`src/hdl/spq_pkg.sv`:
```
// ----------------------------------------------------------------------------
// Stable priority queue package
// Shared entry and command types and the opcode and status codes.
// ----------------------------------------------------------------------------
package spq_pkg;

  // Opcode of an input item.
  localparam logic OP_INSERT = 1'b0;
  localparam logic OP_REMOVE = 1'b1;

  // Status codes of a result item.
  localparam logic [1:0] ST_OK    = 2'd0;
  localparam logic [1:0] ST_FULL  = 2'd1;
  localparam logic [1:0] ST_EMPTY = 2'd2;

  // Width of the occupancy field on the result channel.
  localparam int unsigned OCC_W = 5;

  // One stored pair.
  typedef struct packed {
    logic signed [31:0] val;
    logic [7:0]         prio;
  } entry_t;

  // Command broadcast to every cell of the chain.
  typedef struct packed {
    logic   ins;
    logic   rem;
    entry_t new_entry;
  } cell_cmd_t;

endpackage

```
`src/hdl/spq_cell.sv`:
```
// ----------------------------------------------------------------------------
// Stable priority queue cell
// One slot of the sorted chain. Entries are held in descending priority with
// earlier items ahead of later ones of equal priority, so the front cell
// always holds the entry to be removed next.
// ----------------------------------------------------------------------------
module spq_cell
  import spq_pkg::*;
(
  input  logic      clk,
  input  cell_cmd_t cmd,
  input  logic      occupied,
  input  logic      prev_keep,
  input  entry_t    prev_entry,
  input  entry_t    next_entry,
  output logic      keep,
  output entry_t    entry
);

  entry_t entry_r;
  entry_t entry_nxt;

  // A held entry stays put on insert when it ranks at or above the new one.
  assign keep = occupied && (entry_r.prio >= cmd.new_entry.prio);

  // Insert opens a gap at the first cell that does not keep; remove shifts
  // every entry one cell towards the front.
  always_comb begin
    entry_nxt = entry_r;
    if (cmd.ins) begin
      if (!keep) begin
        if (prev_keep) begin
          entry_nxt = cmd.new_entry;
        end else begin
          entry_nxt = prev_entry;
        end
      end
    end else if (cmd.rem) begin
      entry_nxt = next_entry;
    end
  end

  // Payload storage, no reset needed.
  always_ff @(posedge clk) begin
    entry_r <= entry_nxt;
  end

  assign entry = entry_r;

endmodule

```
`src/hdl/stable_priority_queue_core.sv`:
```
// ----------------------------------------------------------------------------
// Stable priority queue core
// Each result item is registered in the cycle after its input item is accepted.
// Throughput: one item per cycle; each item is one step of the cell chain.
// The input stalls only while a finished result waits on a stalled output.
// Reset clears the entry count and the output valid; cell contents are left.
// ----------------------------------------------------------------------------
module stable_priority_queue_core
  import spq_pkg::*;
#(
  parameter int unsigned DEPTH = 16
) (
  input  logic               clk,
  input  logic               rst_n,
  input  logic               in_valid,
  output logic               in_stall,
  input  logic               in_opcode,
  input  logic signed [31:0] in_item_value,
  input  logic [7:0]         in_item_priority,
  output logic               out_valid,
  input  logic               out_stall,
  output logic signed [31:0] out_removed_value,
  output logic [1:0]         out_status,
  output logic [OCC_W-1:0]   out_occupancy
);

  localparam int unsigned CW = $clog2(DEPTH + 1);

  logic [CW-1:0]      count_r;
  logic [CW-1:0]      count_nxt;
  logic               out_valid_r;
  logic               out_valid_nxt;
  logic signed [31:0] removed_r;
  logic signed [31:0] removed_nxt;
  logic [1:0]         status_r;
  logic [1:0]         status_nxt;
  logic               accept;
  logic               full;
  logic               empty;
  cell_cmd_t          cmd;
  logic [DEPTH:0]     keep_chain;
  entry_t             cell_entry [DEPTH];

  // Handshake: a new item enters whenever the output register can take it.
  assign in_stall = out_valid_r && out_stall;
  assign accept   = in_valid && !in_stall;
  assign full     = (count_r == CW'(DEPTH));
  assign empty    = (count_r == '0);

  // Command for the chain; refused items leave the cells untouched.
  always_comb begin
    cmd.ins            = accept && (in_opcode == OP_INSERT) && !full;
    cmd.rem            = accept && (in_opcode == OP_REMOVE) && !empty;
    cmd.new_entry.val  = in_item_value;
    cmd.new_entry.prio = in_item_priority;
  end

  // A virtual cell ahead of the front always keeps its place.
  assign keep_chain[0] = 1'b1;

  // Row of cells.
  for (genvar i = 0; i < DEPTH; i++) begin : g_cell
    entry_t prev_e;
    entry_t next_e;
    if (i == 0) begin : g_first
      assign prev_e = '0;
    end else begin : g_mid
      assign prev_e = cell_entry[i-1];
    end
    if (i == DEPTH - 1) begin : g_last
      assign next_e = '0;
    end else begin : g_inner
      assign next_e = cell_entry[i+1];
    end
    spq_cell u_cell (
      .clk        (clk),
      .cmd        (cmd),
      .occupied   (count_r > CW'(i)),
      .prev_keep  (keep_chain[i]),
      .prev_entry (prev_e),
      .next_entry (next_e),
      .keep       (keep_chain[i+1]),
      .entry      (cell_entry[i])
    );
  end

  // Count and result for the accepted item.
  always_comb begin
    count_nxt     = count_r;
    out_valid_nxt = out_valid_r && out_stall;
    removed_nxt   = removed_r;
    status_nxt    = status_r;
    if (accept) begin
      out_valid_nxt = 1'b1;
      removed_nxt   = '0;
      status_nxt    = ST_OK;
      if (in_opcode == OP_INSERT) begin
        if (full) begin
          status_nxt = ST_FULL;
        end else begin
          count_nxt = count_r + CW'(1);
        end
      end else begin
        if (empty) begin
          status_nxt = ST_EMPTY;
        end else begin
          removed_nxt = cell_entry[0].val;
          count_nxt   = count_r - CW'(1);
        end
      end
    end
  end

  // Control registers.
  always_ff @(posedge clk) begin
    if (!rst_n) begin
      count_r     <= '0;
      out_valid_r <= 1'b0;
    end else begin
      count_r     <= count_nxt;
      out_valid_r <= out_valid_nxt;
    end
  end

  // Result payload registers.
  always_ff @(posedge clk) begin
    removed_r <= removed_nxt;
    status_r  <= status_nxt;
  end

  // The occupancy shown is the count after the item, low bits only.
  logic [OCC_W-1:0] occ_r;
  always_ff @(posedge clk) begin
    if (accept) begin
      occ_r <= OCC_W'(count_nxt);
    end
  end

  assign out_valid         = out_valid_r;
  assign out_removed_value = removed_r;
  assign out_status        = status_r;
  assign out_occupancy     = occ_r;

  // The count never exceeds the capacity of the chain.
  a_count_bound : assert property (@(posedge clk) disable iff (!rst_n)
    count_r <= CW'(DEPTH))
    else $error("entry count beyond capacity");

  // A successful insert grows the count by exactly one.
  a_insert_count : assert property (@(posedge clk) disable iff (!rst_n)
    cmd.ins |=> count_r == $past(count_r) + CW'(1))
    else $error("insert did not grow count");

  // A successful remove shrinks the count by exactly one.
  a_remove_count : assert property (@(posedge clk) disable iff (!rst_n)
    cmd.rem |=> count_r == $past(count_r) - CW'(1))
    else $error("remove did not shrink count");

  // A stalled result holds the input back and is kept in place.
  a_result_held : assert property (@(posedge clk) disable iff (!rst_n)
    (out_valid_r && out_stall) |=> out_valid_r && $stable(status_r))
    else $error("stalled result lost");

  // The entry count, like the chain, never changes on a refused item.
  a_refused_item : assert property (@(posedge clk) disable iff (!rst_n)
    (accept && !cmd.ins && !cmd.rem) |=> $stable(count_r))
    else $error("refused item changed count");

endmodule
```
`config.mk`:
```
export PLATFORM = sky130hd
export DESIGN_NAME = stable_priority_queue_core
export DESIGN_NICKNAME = d
export VERILOG_FILES = /design/src/hdl/spq_pkg.sv /design/src/hdl/spq_cell.sv /design/src/hdl/stable_priority_queue_core.sv
export SDC_FILE = /design/constraint.sdc
export NUM_CORES = 1
export LEC_CHECK = 0
export BUFFER_PORTS_ARGS = -buffer_cell sky130_fd_sc_hd__buf_4
export CAP_MARGIN = 20
export CORE_UTILIZATION = 45
export CTS_BUF_LIST = sky130_fd_sc_hd__clkbuf_4 sky130_fd_sc_hd__clkbuf_8
export CTS_CLUSTER_DIAMETER = 100
export CTS_CLUSTER_SIZE = 16
export DETAILED_ROUTE_END_ITERATION = 16
export GPL_TIMING_DRIVEN = 0
export SLEW_MARGIN = 20
export SYNTH_ARGS = -nofsm -noshare
export SYNTH_HDL_FRONTEND = slang
export SYNTH_SLANG_ARGS = --single-unit
```
`constraint.sdc`:
```
create_clock -name clk -period 5.2 [get_ports clk]
set_input_delay 0.52 -clock clk [delete_from_list [all_inputs] [get_ports clk]]
set_output_delay 0.52 -clock clk [all_outputs]
set_load 0.1 [all_outputs]
```
# ---- Word level (Yosys, flattened, before mapping)
# Cells that the tools add are included.
dict set report totals {
  input_bits 45
  ff_bits 685
  elab_cells 204
  out_inout_bits 41
}
dict set report op_classes {
  n_mux 71
  n_eq_ne 17
  bitwise_logic 1
  order_cmp 32
  n_reduce_logical 44
  n_addsub 2
}
# op n
set op_table {}
lappend op_table {{$mux 40} 63}
lappend op_table {{$ge 8x8->1} 16}
lappend op_table {{$gt 5x4->1 const B} 8}
lappend op_table {{$ne 2x2->1 const B} 16}
lappend op_table {{$reduce_and 2->1} 16}
lappend op_table {{$logic_and 1x1->1} 22}
lappend op_table {{$gt 5x3->1 const B} 4}
lappend op_table {{$mux 5} 4}
lappend op_table {{$gt 5x1->1 const B} 2}
lappend op_table {{$gt 5x2->1 const B} 2}
lappend op_table {{$add 5x1->5 const B} 1}
lappend op_table {{$eq 5x5->1 const B} 1}
lappend op_table {{$logic_not 5->1} 1}
lappend op_table {{$sub 5x1->5 const B} 1}
lappend op_table {{$mux 2} 2}
lappend op_table {{$logic_not 1->1} 3}
lappend op_table {{$mux 1} 2}
lappend op_table {{$reduce_bool 2->1} 1}
lappend op_table {{$reduce_or 2->1} 1}
lappend op_table {{$not 1->1} 1}

# ---- Depth between registers and ports, before layout
# Gate-level depths: netlist of run 1.
dict set report logic_depth {
  depth_word 7
  mapped_depth 11
  mapped_depth_nobuf 7
}

# ---- By module
# A second synthesis of run 1 with hierarchy kept.
dict set report unflattened {
  cells_unflattened 3427
  hier_area_um2 38039.0
}
# mod instances cells_per_inst seq_area_each_um2 area_per_inst_um2
set modules_own_cells {}
lappend modules_own_cells {spq_cell 16 203 1201.2 2245.9}
lappend modules_own_cells {stable_priority_queue_core 1 179 1291.2 2104.5}

# ---- Worst setup path after synthesis of run 1
# OpenSTA, ideal clock, no wires.
dict set report synth_timing {
  kind {reg-to-reg}
  from {register out_valid_r, in the netlist out_valid}
  to {register g_cell[15].u_cell.entry_r, in the netlist g_cell[15].u_cell.entry[0] (enable)}
  required_time_ps 4751
  path_buffers 4
  path_slack_ps 354
  setup_ps 449
  arrival_time_ps 4398
  stages_incl_launch_ff 9
  period_less_slack_ps 4846
  cell_sequence {dfxtp_1 a21bo_1 clkbuf_1 inv_2 nand2_2 buf_4 buf_2 buf_2 o211ai_1}
}
dict set report synth_between {
  elab_chain_len 7
  word_cells_on_any_way 10
  classes_between {eq/ne (1); reduce/logical (9)}
}
# item line
set synth_rtl {}
lappend synth_rtl {{start: declaration} stable_priority_queue_core.sv:31} ;# logic out_valid_r;
lappend synth_rtl {{start signal: assignment} stable_priority_queue_core.sv:121} ;# out_valid_r <= out_valid_nxt;
lappend synth_rtl {{$logic_and 1x1->1 *} stable_priority_queue_core.sv:45} ;# assign in_stall = out_valid_r && out_stall;
lappend synth_rtl {{$logic_not 1->1 *} stable_priority_queue_core.sv:46} ;# assign accept = in_valid && !in_stall;
lappend synth_rtl {{$logic_and 1x1->1 *} stable_priority_queue_core.sv:46}
lappend synth_rtl {{net accept} stable_priority_queue_core.sv:37} ;# logic accept;
lappend synth_rtl {{$logic_and 1x1->1, on equally long branches (2 in a row)} {stable_priority_queue_core.sv:52, stable_priority_queue_core.sv:53}}
lappend synth_rtl {{$ne 2x2->1 (no line) / $reduce_bool 2->1 (equally long branches)} -}
lappend synth_rtl {{$reduce_and 2->1 (no line) *} -}
lappend synth_rtl {{end signal: assignment} spq_cell.sv:45} ;# entry_r <= entry_nxt;
lappend synth_rtl {{end: declaration} spq_cell.sv:20} ;# entry_t entry_r;
# The timed path passes the listed nets; every way through them passes the cells marked *.
# A chain may end at the register's enable or synchronous reset.

# ---- Worst setup path in the final report of run 1
dict set report layout_timing {
  from {register count_r[1]}
  to {register g_cell[15].u_cell.entry_r, in the netlist g_cell[15].u_cell.entry[22] (enable)}
}
dict set report layout_between {
  elab_chain_len 5
  word_cells_on_any_way 11
  classes_between {order compare (1); eq/ne (2); reduce/logical (8)}
}
# item line
set layout_rtl {}
lappend layout_rtl {{start: declaration} stable_priority_queue_core.sv:29} ;# logic [CW-1:0] count_r;
lappend layout_rtl {{start signal: assignment} stable_priority_queue_core.sv:120} ;# count_r <= count_nxt;
lappend layout_rtl {{branches (longest 4 deep; another with $gt 5x4->1)} -}
lappend layout_rtl {{$reduce_and 2->1 (no line) *} -}
# Mark *: on every way between the ends.

==> results of run 1 <==
==> registers in the layout, summed over array words and instances, names as in the netlist <==
name	cells
g_cell.u_cell.entry	640
out_removed_value	32
count_r	5
out_occupancy	5
out_status	2
out_valid	1
==> logic make-up (layout without fill, tap and decap cells) <==
kind of cell	count (synthesis)	count (layout)	share of synthesized area
buffers and inverters	461	625	0.05223
AND/OR/NAND/NOR	755	755	0.08592
AO/OA/AOI/OAI	1386	1386	0.2711
other	0	8	0
XOR/XNOR	2	2	0.0004661
flip-flops	685	685	0.5457
adder cells (fa/ha/maj)	134	134	0.04461
==> metrics by stage <==
stage | TNS (ps) | cell area, um^2 | hold slack, ps | total power [uW]
after floorplan | 0 | 37590 | 520.5 | 10940
after global routing | 0 | 40940 | 47.21 | 15780
after detailed placement | 0 | 40170 | 530.9 | 12480
after global placement | -631290 | 39560 | 528.6 | 12260
after CTS | 0 | 40930 | 29.62 | 15100
final | 0 | 40960 | 71.43 | 15110
==> per-layer routing <==
layer | wire [um] | vias up | part of all wire
li1 | - | 13760 | -
met1 | 52270 | 13870 | 0.44
met2 | 55080 | 1170 | 0.46
met3 | 8502 | 157 | 0.071
met4 | 3752 | 0 | 0.031
met5 | 0 | - | 0
==> final cells by class <==
type                       instances  area (um^2)  area share
timing repair buffer             105         1084     0.02645
sequential                       685        20510      0.5007
multi-input combinational       2277        15290      0.3732
clock inverter                     3        27.53   0.0006720
clock buffer                      56        726.9     0.01775
inverter                          33        123.9    0.003024
antenna                            8        20.02   0.0004887
tap                             1070         1339     0.03268
buffer                           428         1842     0.04496
==> power by group through the flow <==
stage | clock network, uW | logic [uW] | registers (uW)
after floorplan | 0 | 2850 | 8090
after global placement | 0 | 4210 | 8040
after detailed placement | 0 | 4490 | 7980
after CTS | 2750 | 4490 | 7860
after global routing | 2910 | 4900 | 7970
final | 2710 | 4520 | 7880
==> cell usage after synthesis, types with 31 or more instances <==
cell / n / share of area
a21oi_1: 597 / 0.079
nand2_1: 564 / 0.056
ha_1: 134 / 0.045
o21ai_0: 46 / 0.0061
a21o_1: 56 / 0.011
a221o_1: 561 / 0.15
nand3_1: 44 / 0.0059
buf_2: 138 / 0.018
edfxtp_1: 679 / 0.54
and2_1: 63 / 0.010
clkbuf_1: 268 / 0.027
and3_1: 34 / 0.0057
inv_1: 31 / 0.0031
==> path summary, 6_finish.rpt <==
| check | from | to | slack, ps | cells after the start |
|---|---|---|---|---|
| setup / recovery | count_r[1]$_SDFF_PN0_ | g_cell[15].u_cell.entry[22]$_SDFFCE_PN0P_ | 570 | 14 |
| hold / removal | rst_n | out_valid$_SDFF_PN0_ | 70 | 2 |
| setup reg to reg | count_r[1]$_SDFF_PN0_ | g_cell[15].u_cell.entry[22]$_SDFFCE_PN0P_ | 570 | 14 |
| hold reg to reg | g_cell[15].u_cell.entry[16]$_SDFFCE_PN0P_ | g_cell[14].u_cell.entry[16]$_DFFE_PP_ | 550 | 1 |
==> worst reg2reg max path, cell delays in order, from the launching register on <==
cell	delay [ps]
dfxtp_1	370
buf_2	210
inv_1	120
ha_1	230
nor3b_4	200
a211oi_4	800
buf_2	490
buf_2	410
buf_2	290
o21ai_0	120
o211ai_1	280
buf_4	250
buf_4	190
buf_4	200
buf_4	200
==> results.json, run 1 <==
{
  "status": "finished, final reports clean",
  "min_path_type": "input port to flop",
  "holdBufCountCts": 1,
  "drt_wl_total_um": 119600,
  "slowest_delay_ps": 800,
  "core-area_um2": 82370,
  "ys.flop_type": "edfxtp_1",
  "numClockSinks": 685,
  "drc": 0,
  "worst_slew_pin_slew_ps": 1127,
  "clkLatencyLatePin_ps": 730,
  "seqPwrFrac": 0.521,
  "initial_core_util": 0.4563,
  "grt_pass1_wl_um": 177800,
  "numCtsBuffers": 48,
  "layout_commonest_cell": "edfxtp_1",
  "ir_drop_mv": 0.1804,
  "crit_required_ps": 5630,
  "async_reset_ff_frac": 0,
  "die_x_um": 291.0,
  "dp_slack_ps": 462.5,
  "p_leak_uw": 0.01488,
  "p_int_uw": 9822,
  "final_cells": 4665,
  "rsz0062_at_grt": "false",
  "ys_seq_elements": 685,
  "syn_to_final_growth_pct": 8.974,
  "skew_ps": 33.34,
  "swShare": 0.3501,
  "maxCapViolCount": 0,
  "syn_inst": 3423,
  "avgSynthCellArea_um2": 10.98,
  "cp-end-kind": "flop",
  "chipHeight_um": 291.0,
  "use_met3": 0.03489,
  "drt_iter0_markers": 2937,
  "post_cts_resized": 0,
  "busiest_layer": "met2",
  "dieArea_um2": 84690,
  "yosys_warnings": 0,
  "netlist-cell-type-count": 58,
  "fill_cells": 7583,
  "cp_max_fo": 10,
  "grtUsageMet1": 0.3869,
  "firstDrtPassIters": 6,
  "cts_max_path_buffers": 3,
  "layout.nets": 3757,
  "portBuffers": 84,
  "clock-root-buffer": "clkbuf_8",
  "max_freq_ghz": 0.2159,
  "gp_congestion": 0.8982,
  "grt_use_total": 0.2784,
  "criticalPathCategory": "flop to flop",
  "ys_seq_area_frac": 0.5457,
  "vias": 28960,
  "grt-ovfl-total": 0,
  "finalSetupViolCount": 0,
  "h-tree-depth": 2,
  "cts_tree": "built",
  "hpwl_um": 99550,
  "layout_setup_ws_ps": 569.2,
  "p_switching_uw": 5290,
  "ant_nets": 0,
  "clkTransAtPathRegs_ps": 110,
  "synthesis.area_um2": 37590,
  "dp_cells": 4597,
  "report.final.slew_viol_count": 0,
  "final-hold-violation-count": 0,
  "grt_pass1_vias": 28320,
  "antenna_found_initial": 3,
  "post_cts_buffers": 0,
  "p_per_area_nw_per_um2": 368.9,
  "critical_path.top_delay_family": "buffers and inverters",
  "cp_cell_sequence": "buf_2 -> inv_1 -> ha_1 -> nor3b_4 -> a211oi_4 -> buf_2 -> buf_2 -> buf_2 -> o21ai_0 -> o211ai_1 -> buf_4 -> buf_4 -> buf_4 -> buf_4",
  "grt_max_degree": 48,
  "drive_gt1_frac": 0.09423,
  "synth_edf_count": 679,
  "combPwrFrac": 0.299,
  "critPathSlowestCell": "a211oi_4",
  "synth_nets": 3602,
  "wl_per_cell_um": 25.64,
  "p_clk_frac": 0.179,
  "grtUsageMet2": 0.4532,
  "io_pins": 86,
  "start_kind": "flop",
  "viasPerCell": 6.208,
  "cp_num_buf_inv": 9,
  "final_util": 0.4973,
  "most-common-layout-cells": "edfxtp_1, a21oi_1, nand2_1",
  "rows": 105,
  "fin_crit_ps": 4631,
  "post-route-period-util": 0.8905,
  "arrival_ps": 5060,
  "slew_headroom": 0.2406
}
Power figures use the tool's default switching activity.
==> run 2, diff against run 1 <==
Settings changed: REMOVE_ABC_BUFFERS set to 1, SYNTH_HIERARCHICAL set to 1.
==> run 2 against run 1 <==
Against the previous run: global-route usage fell by 6.2 points; setup slack got worse by 180 ps; via count fell by 10%; synthesized cell count rose by 0.12%; area after synthesis rose by 1.2%; clock power barely moved; combinational power barely moved; sequential power fell by 3.2%; flip-flop and latch count did not move; total power fell by 1.9%; critical path depth rose by 1; critical endpoint is now g_cell[6].u_cell/entry[16]$_DFFE_PP_.
==> results.json, run 2 <==
{
  "hpwl_um": 67120,
  "finalSetupViolCount": 0,
  "ir_drop_mv": 0.2148,
  "drive_gt1_frac": 0.1180,
  "arrival_ps": 5210,
  "h-tree-depth": 2,
  "grt-ovfl-total": 0,
  "fin_hold_ws_ps": 49.46,
  "final_cells": 4763,
  "criticalPathCategory": "flop to flop",
  "layout.nets": 3797,
  "synthesis.area_um2": 38040,
  "most-common-layout-cells": "edfxtp_1, a21oi_1, nor2_1",
  "async_reset_ff_frac": 0,
  "avgSynthCellArea_um2": 11.10,
  "cts_tree": "built",
  "reg2regPathDepth": 15,
  "p_leak_uw": 0.01540,
  "cp_max_fo": 16,
  "rsz0062_at_grt": "false",
  "ys.flop_type": "edfxtp_1",
  "post_cts_buffers": 0,
  "core-area_um2": 83690,
  "antenna_found_initial": 2,
  "firstDrtPassIters": 6,
  "synth_edf_count": 679,
  "yosysTopAreaCell": "edfxtp_1",
  "ys_seq_area_frac": 0.5392,
  "vias": 26080,
  "crit_start": "count_r[1]$_SDFF_PN0_",
  "cp-end-kind": "flop",
  "dp_slack_ps": 469.2,
  "synth_area_leaders": "edfxtp_1, mux2i_1, a21oi_1",
  "grt_pass1_wl_um": 146500,
  "drt_iter0_markers": 1666,
  "regToRegSetupSlack_ps": 390,
  "clock-root-buffer": "clkbuf_8",
  "viasPerCell": 5.475,
  "fin_crit_ps": 4811,
  "layout_commonest_cell": "edfxtp_1",
  "rr_endpoint": "g_cell[6].u_cell/entry[16]$_DFFE_PP_",
  "largest_reg_flops": 640,
  "cts_max_path_buffers": 3,
  "status": "finished, final reports clean",
  "final_area_um2": 43120,
  "max_freq_ghz": 0.2079,
  "endpoint": "g_cell[6].u_cell/entry[16]$_DFFE_PP_",
  "ant_nets": 0,
  "gp_congestion": 0.7501,
  "wl_per_cell_um": 19.58,
  "finalSetupTns_ps": 0,
  "ys_top_cells_by_count": "edfxtp_1, a21oi_1, nor2_1",
  "rows": 106,
  "drt_wl_total_um": 93260,
  "yosysMostFrequentCell": "edfxtp_1",
  "skew_ps": 46.86,
  "grt_pass1_vias": 25450,
  "slew_headroom": 0.3216,
  "io_pins": 86,
  "holdBufCountCts": 0,
  "initial_core_util": 0.4545,
  "numCtsBuffers": 48,
  "portBuffers": 85,
  "chipHeight_um": 292.7,
  "worst_slew_pin_slew_ps": 1018,
  "numClockSinks": 685,
  "grt_max_degree": 49,
  "start_kind": "flop",
  "syn_inst": 3427,
  "p_per_area_nw_per_um2": 343.8,
  "grt_use_total": 0.2161,
  "ys_seq_elements": 685,
  "layout_setup_ws_ps": 389.0,
  "post_dp_cell_area_um2": 42360,
  "clkTransAtPathRegs_ps": 100,
  "min_path_type": "input port to flop",
  "final-hold-violation-count": 0,
  "synth_top_area_share": 0.5360,
  "maxCapViolCount": 0,
  "dp_cells": 4702,
  "syn_to_final_growth_pct": 13.35,
  "drc": 0,
  "report.final.slew_viol_count": 0,
  "crit_required_ps": 5600,
  "post-route-period-util": 0.9252,
  "netlist-cell-type-count": 45,
  "yosys_warnings": 6,
  "post_cts_resized": 0,
  "holdCritStartpoint": "in_valid",
  "clkLatencyLatePin_ps": 720,
  "die_x_um": 292.7,
  "worstReg2RegStart": "count_r[1]$_SDFF_PN0_",
  "dieArea_um2": 85700
}
==> run 2: cells by family after synthesis <==
family	after synthesis	synth area share
AOI/OAI and AO/OA	797	0.1171
and+or+nand+nor	776	0.08545
DFF	685	0.5392
muxes	640	0.1684
buffers and inverters	391	0.04516
adders and majority gates	134	0.04408
other	2	0.0001974
xor gates and xnor gates	2	0.0004606
==> run 2: area by class of cell <==
| class | instances | area [um^2] |
|---|---|---|
| antenna | 2 | 5.005 |
| clock buffer | 55 | 713.2 |
| clock inverter | 4 | 36.28 |
| fill | 7566 | 40570 |
| inverter | 154 | 580.6 |
| multi-input combinational | 2430 | 16400 |
| sequential | 685 | 20510 |
| tap | 1134 | 1419 |
| timing repair buffer | 299 | 3453 |
==> run 2: how the worst min path moves through the flow <==
| stage | to | slack, ps | cells past startpoint |
|---|---|---|---|
| floorplan | g_cell[14].u_cell/entry[10]$_DFFE_PP_ | 540 | 2 |
| global placement | g_cell[14].u_cell/entry[38]$_DFFE_PP_ | 540 | 2 |
| detailed placement | g_cell[14].u_cell/entry[33]$_DFFE_PP_ | 550 | 2 |
| CTS | out_valid$_SDFF_PN0_ | 8 | 2 |
| global route | out_valid$_SDFF_PN0_ | 30 | 2 |
| finish | out_valid$_SDFF_PN0_ | 50 | 2 |
==> run 2: per-stage QoR <==
step | util | total power, uW
2_1_floorplan | - | 11800
3_3_place_gp | 0.4690 | 12990
3_5_place_dp | 0.5062 | 12250
4_1_cts | 0.5152 | 14950
5_1_grt | 0.5152 | 15590
6_report | 0.5152 | 14820
==> run 2: report_power, final <==
group | switching, uW | internal (uW)
clock | 1790 | 898
sequential | 414 | 7210
combinational | 2760 | 1750
==> run 2: worst max-delay path, stage by stage (launching register included) <==
cell	delay [ps]
dfxtp_1	570
inv_1	160
ha_1	260
nor4bb_1	180
nor3_2	670
buf_6	260
buf_4	200
buf_4	220
buf_4	200
buf_6	170
buf_4	210
buf_4	200
buf_4	210
nor2_1	90
a21oi_4	620
buf_16	250
==> run 2: metal layers <==
| metal | vias up | track usage | routed length [um] |
|---|---|---|---|
| met2 | 408 | 0.3345 | 40640 |
| li1 | 12760 | - | - |
| met4 | 2 | 0.04329 | 1823 |
| met3 | 96 | 0.02360 | 3342 |
| met1 | 12820 | 0.3266 | 47450 |
| met5 | - | 0 | 9 |
